`src/spfa_shortest_path_engine_top_macros.svh`:
```
// assertion macros for the shortest path engine
`ifndef SPFA_SHORTEST_PATH_ENGINE_TOP_MACROS_SVH
`define SPFA_SHORTEST_PATH_ENGINE_TOP_MACROS_SVH

// clocked check, off while in reset
`define SPFA_ASSERT(label, prop, msg) \
  label: assert property (@(posedge clk) disable iff (!rst_n) prop) else $error(msg);

// clocked implication checked on the following cycle
`define SPFA_ASSERT_NEXT(label, cond, prop, msg) \
  label: assert property (@(posedge clk) disable iff (!rst_n) (cond) |=> (prop)) \
    else $error(msg);

`endif

```
`src/spfa_ram.sv`:
```
// ---------------------------------------------------------------------------
// spfa_ram
// simple dual port ram, one write port, one registered read port
// ---------------------------------------------------------------------------
`timescale 1ns / 1ps
`default_nettype none
module spfa_ram #(
  parameter int WIDTH = 8,
  parameter int DEPTH = 16
) (
  input  wire logic                     clk,
  input  wire logic                     we,
  input  wire logic [$clog2(DEPTH)-1:0] waddr,
  input  wire logic [WIDTH-1:0]         wdata,
  input  wire logic [$clog2(DEPTH)-1:0] raddr,
  output logic      [WIDTH-1:0]         rdata
);
  logic [WIDTH-1:0] mem [DEPTH];

  always_ff @(posedge clk) begin
    if (we) begin
      mem[waddr] <= wdata;
    end
    rdata <= mem[raddr];
  end
endmodule
`default_nettype wire

```
`config.mk`:
```
export PLATFORM = sky130hd
export DESIGN_NAME = spfa_ram
export DESIGN_NICKNAME = d
export VERILOG_FILES = /design/src/spfa_shortest_path_engine_top_macros.svh /design/src/spfa_ram.sv
export SDC_FILE = /design/constraint.sdc
export NUM_CORES = 1
export LEC_CHECK = 0
export BUFFER_PORTS_ARGS = -buffer_cell sky130_fd_sc_hd__buf_2
export CAP_MARGIN = 20
export CELL_PAD_IN_SITES_DETAIL_PLACEMENT = 1
export CELL_PAD_IN_SITES_GLOBAL_PLACEMENT = 1
export CORE_MARGIN = 4
export CORE_UTILIZATION = 45
export CTS_CLUSTER_SIZE = 30
export DETAILED_ROUTE_END_ITERATION = 12
export PLACE_DENSITY_LB_ADDON = 0.2
export SLEW_MARGIN = 20
export SYNTH_ARGS = -nofsm -noshare
export SYNTH_HDL_FRONTEND = slang
export SYNTH_SLANG_ARGS = --single-unit
```
`constraint.sdc`:
```
create_clock -name clk -period 2.2 [get_ports clk]
set_input_delay 0.44 -clock clk [delete_from_list [all_inputs] [get_ports clk]]
set_output_delay 0.44 -clock clk [all_outputs]
set_load 0.02 [all_outputs]
```
Word-level counts from Yosys, hierarchy flattened
Memory sizes are Yosys's and may differ from the RTL's. A register that Yosys moved wholly into a read port is not among the register bits.
Index checks and enable logic that the tools add are counted.
- memories: 1
- register bits: 0
- memory bits (writable): 128
- output and inout port bits: 8
- memories (name ; words ; width ; read ports ; clocked after memory_dff ; wr ports ; line ; RTL):
    mem ; 16 ; 8 ; 1 ; 1 ; 1 ; spfa_ram.sv:18 ; logic [WIDTH-1:0] mem [DEPTH];
- mux-type cells: 2
- operators by type and width (kind ; count):
    two-way mux 1 bit ; 2

Logic depth before layout (Yosys ltp)
- depth in word-level cells: 2
- mapped depth: 5
- depth with buffers taken out: 3

Worst setup path before layout
OpenSTA, ideal clock, no wires.
- kind: input port to flip-flop
- start: input port waddr[2]
- end: memory mem[0][0] (enable)
- cell stages on the path: 2
- slack: 0.267 ns
- setup time: 0.383 ns
- arrival time: 1.550 ns
- path through: or3b_2 -> nor3_1
- RTL lines (item ; line ; RTL):
    start: declaration ; spfa_ram.sv:13 ; input wire logic [$clog2(DEPTH)-1:0] waddr,
    end: declaration ; spfa_ram.sv:18 ;
No word-level cell before the write port.

==> results.toml <==
[outcome]
outcome = "complete, no violations"

[grt]
grt_antenna_before_repair = 0
grt_overflow = 0
grt_pass1_wl_um = 16500
grt_usage_pct = 17.7
grt_max_degree = 33
grt_pass1_vias = 2707

[clocking]
clock_latency_ps = 410
h-tree-depth = 4
cts_tree = "yes"
clock_path_buffers = 2
cts_setup_buffers = 0
path_clk_slew_ps = 50
root_buffer = "clkbuf_16"
clock_sinks = 136
cts_resized = 0
cts-buffers-inserted = 17
ctsHoldBuffers = 0

[worst_setup_path]
worstPathCellList = "buf_2 > buf_12 > mux4_1 > a22oi_1 > nand2_1"
start_kind = "input port"
critPathRequiredTime_ps = 2480
critPathKind = "input port to flop"
rr_worst_depth = 3
crit_cells = 5
cpMaxStageDelayCell = "mux4_1"
critPathArrivalTime_ps = 1770
worst-path-max-fanout = 21
cp_num_buf_inv = 2
crit_family = "multiplexers"
end_kind = "flop"
max_stage_delay_ps = 570

[power_and_ir_drop]
p_per_area_nw_per_um2 = 1010
peakVddDrop_mv = 0.412
p_leak_uw = 0.00213
p_total_uw = 6250

[finish]
nets = 303
syn2layout_area_growth_pct = 20.4
drive_above_1_share_pct = 31.5
diodes = 0
fillCellCount = 973

[synth]
netlist_instances = 229
syn-num-nets = 247
synth_edf_count = 128
yosysMostFrequentCell = "edfxtp_1"
synth-seq-area-share_pct = 77.8
yosysTopAreaCellShare_pct = 74.7
netlist_top_cells_count = "edfxtp_1, mux4_2, a22oi_1, mux4_1, nor2_1"
netlist_area_um2 = 5150
synthFlopType = "edfxtp_1"
yosys_warnings = 0
syn_avg_cell_area_um2 = 22.5
synth_cell_types = 19
yosysTopAreaCell = "edfxtp_1"
synth_seq_cells = 136
postSynth.asyncResetShare_pct = 0
synth_area_leaders = "edfxtp_1, mux4_2, mux4_1"

[timing]
period_minus_slack_ps = 1490
drv_slew = 0
timing.hold.ws_ps = 416
max_freq_ghz = 0.672
setup_viol = 0
finClkSkew_ps = 4.07
max_slew.worst_pin.slew_ps = 407
setup-tns-final_ps = 0
slew-limit-headroom_pct = 72.9
hold_viol = 0
finalCritPeriodShare_pct = 67.6
rsz0062_at_grt = "false"

[route]
drc_errors = 0
detail_route.wl_per_cell_um = 23.8
drt_wl_total_um = 10400
ant_nets = 0
drtPass1Iterations = 4
drt_iter0_drc = 158
via_per_inst = 5.68
vias = 2487

[hold_path]
hold_class = "input port to flop"
worst_hold_path.num_cells = 1

[floorplan]
fp.coreArea_um2 = 11000
die_h_um = 115
die_area_um2 = 13200
die-width_um = 115
rows = 38
initial_utilization_pct = 46.7
pin_count = 26

[placed_design]
post-dp-hpwl_um = 6610
finalWeightedCongestion = 0.701
io_buffer_count = 25

[job]
max_cap_viol_count = 0
per-layer routing:
layer | global-route usage, % | part of all wire, % | up-vias
li1 | - | - | 1084
met1 | 24.7 | 45 | 1312
met2 | 26.4 | 49 | 79
met3 | 5.53 | 5.2 | 12
met4 | 6.34 | 1.3 | 0
met5 | 0 | 0 | -
stage by stage:
| stage | area, µm² | instances | setup WS [ps] | util (%) |
|---|---|---|---|---|
| floorplan | 5150 | 229 | 267 | - |
| global placement | 5550 | 406 | 280 | 50.3 |
| finish | 6200 | 438 | 713 | 56.2 |
| detailed placement | 5550 | 406 | 257 | 50.3 |
| CTS | 6200 | 438 | 681 | 56.2 |
| global route | 6200 | 438 | 622 | 56.2 |
flip-flops by register name, summed over array words and instances, names as in the netlist:
signal  flops
mem       128
rdata       8
cell type report:
class | count | area, µm² | area share, %
clock buffers | 26 | 509 | 8.22
clock inverters | 6 | 135 | 2.18
multi-input cells | 83 | 1060 | 17.1
flip-flops and latches | 136 | 4000 | 64.6
well taps | 140 | 175 | 2.83
repair buffers | 47 | 315 | 5.09
cells by family (layout without fill, tap and decap cells):
group | Yosys count | in the layout | share of synthesized area [%]
mux | 32 | 32 | 15.0
buf+inv | 10 | 79 | 1.68
simple gates | 35 | 35 | 3.18
compound gates | 16 | 16 | 2.33
flops | 136 | 136 | 77.8
worst paths after layout:
check / start / endpoint / slack [ps]
setup / recovery: raddr[0] / rdata[1]$_DFF_P_ / 710
hold / removal: wdata[1] / mem[12][1]$_DFFE_PP_ / 420
setup reg to reg: mem[1][1]$_DFFE_PP_ / rdata[1]$_DFF_P_ / 790
hold reg to reg: mem[13][6]$_DFFE_PP_ / rdata[6]$_DFF_P_ / 680
worst reg2reg max path: cells and delay by family (launching register included):
kind               cells  cell delay [ps]
AOI/OAI and AO/OA      1              290
muxes                  1              500
DFF                    1              350
and+or+nand+nor        1              140
report_power, final:
part | switching [µW] | internal (µW) | total [µW] | leakage (µW)
clock | 995 | 2050 | 3050 | 0.000307
sequential | 18.7 | 2900 | 2920 | 0.00122
combinational | 172 | 120 | 293 | 0.000595
placed cells by master, fill, tap and decap left out:
cell	Yosys	routed
a22oi_1	16	16
and2_1	1	1
and2b_1	1	1
buf_12	0	2
buf_2	3	25
buf_4	1	20
bufinv_16	0	4
clkbuf_1	0	4
clkbuf_16	0	17
clkbuf_8	0	5
clkinvlp_4	0	2
dfxtp_1	8	8
edfxtp_1	128	128
mux4_1	14	14
mux4_2	18	18
nand2_1	9	9
nand2b_1	2	2
nand3_1	1	1
nand3b_1	2	2
nor2_1	13	13
nor2b_1	1	1
nor3_1	4	4
or3b_2	1	1
(Power assumes the default switching activity.)
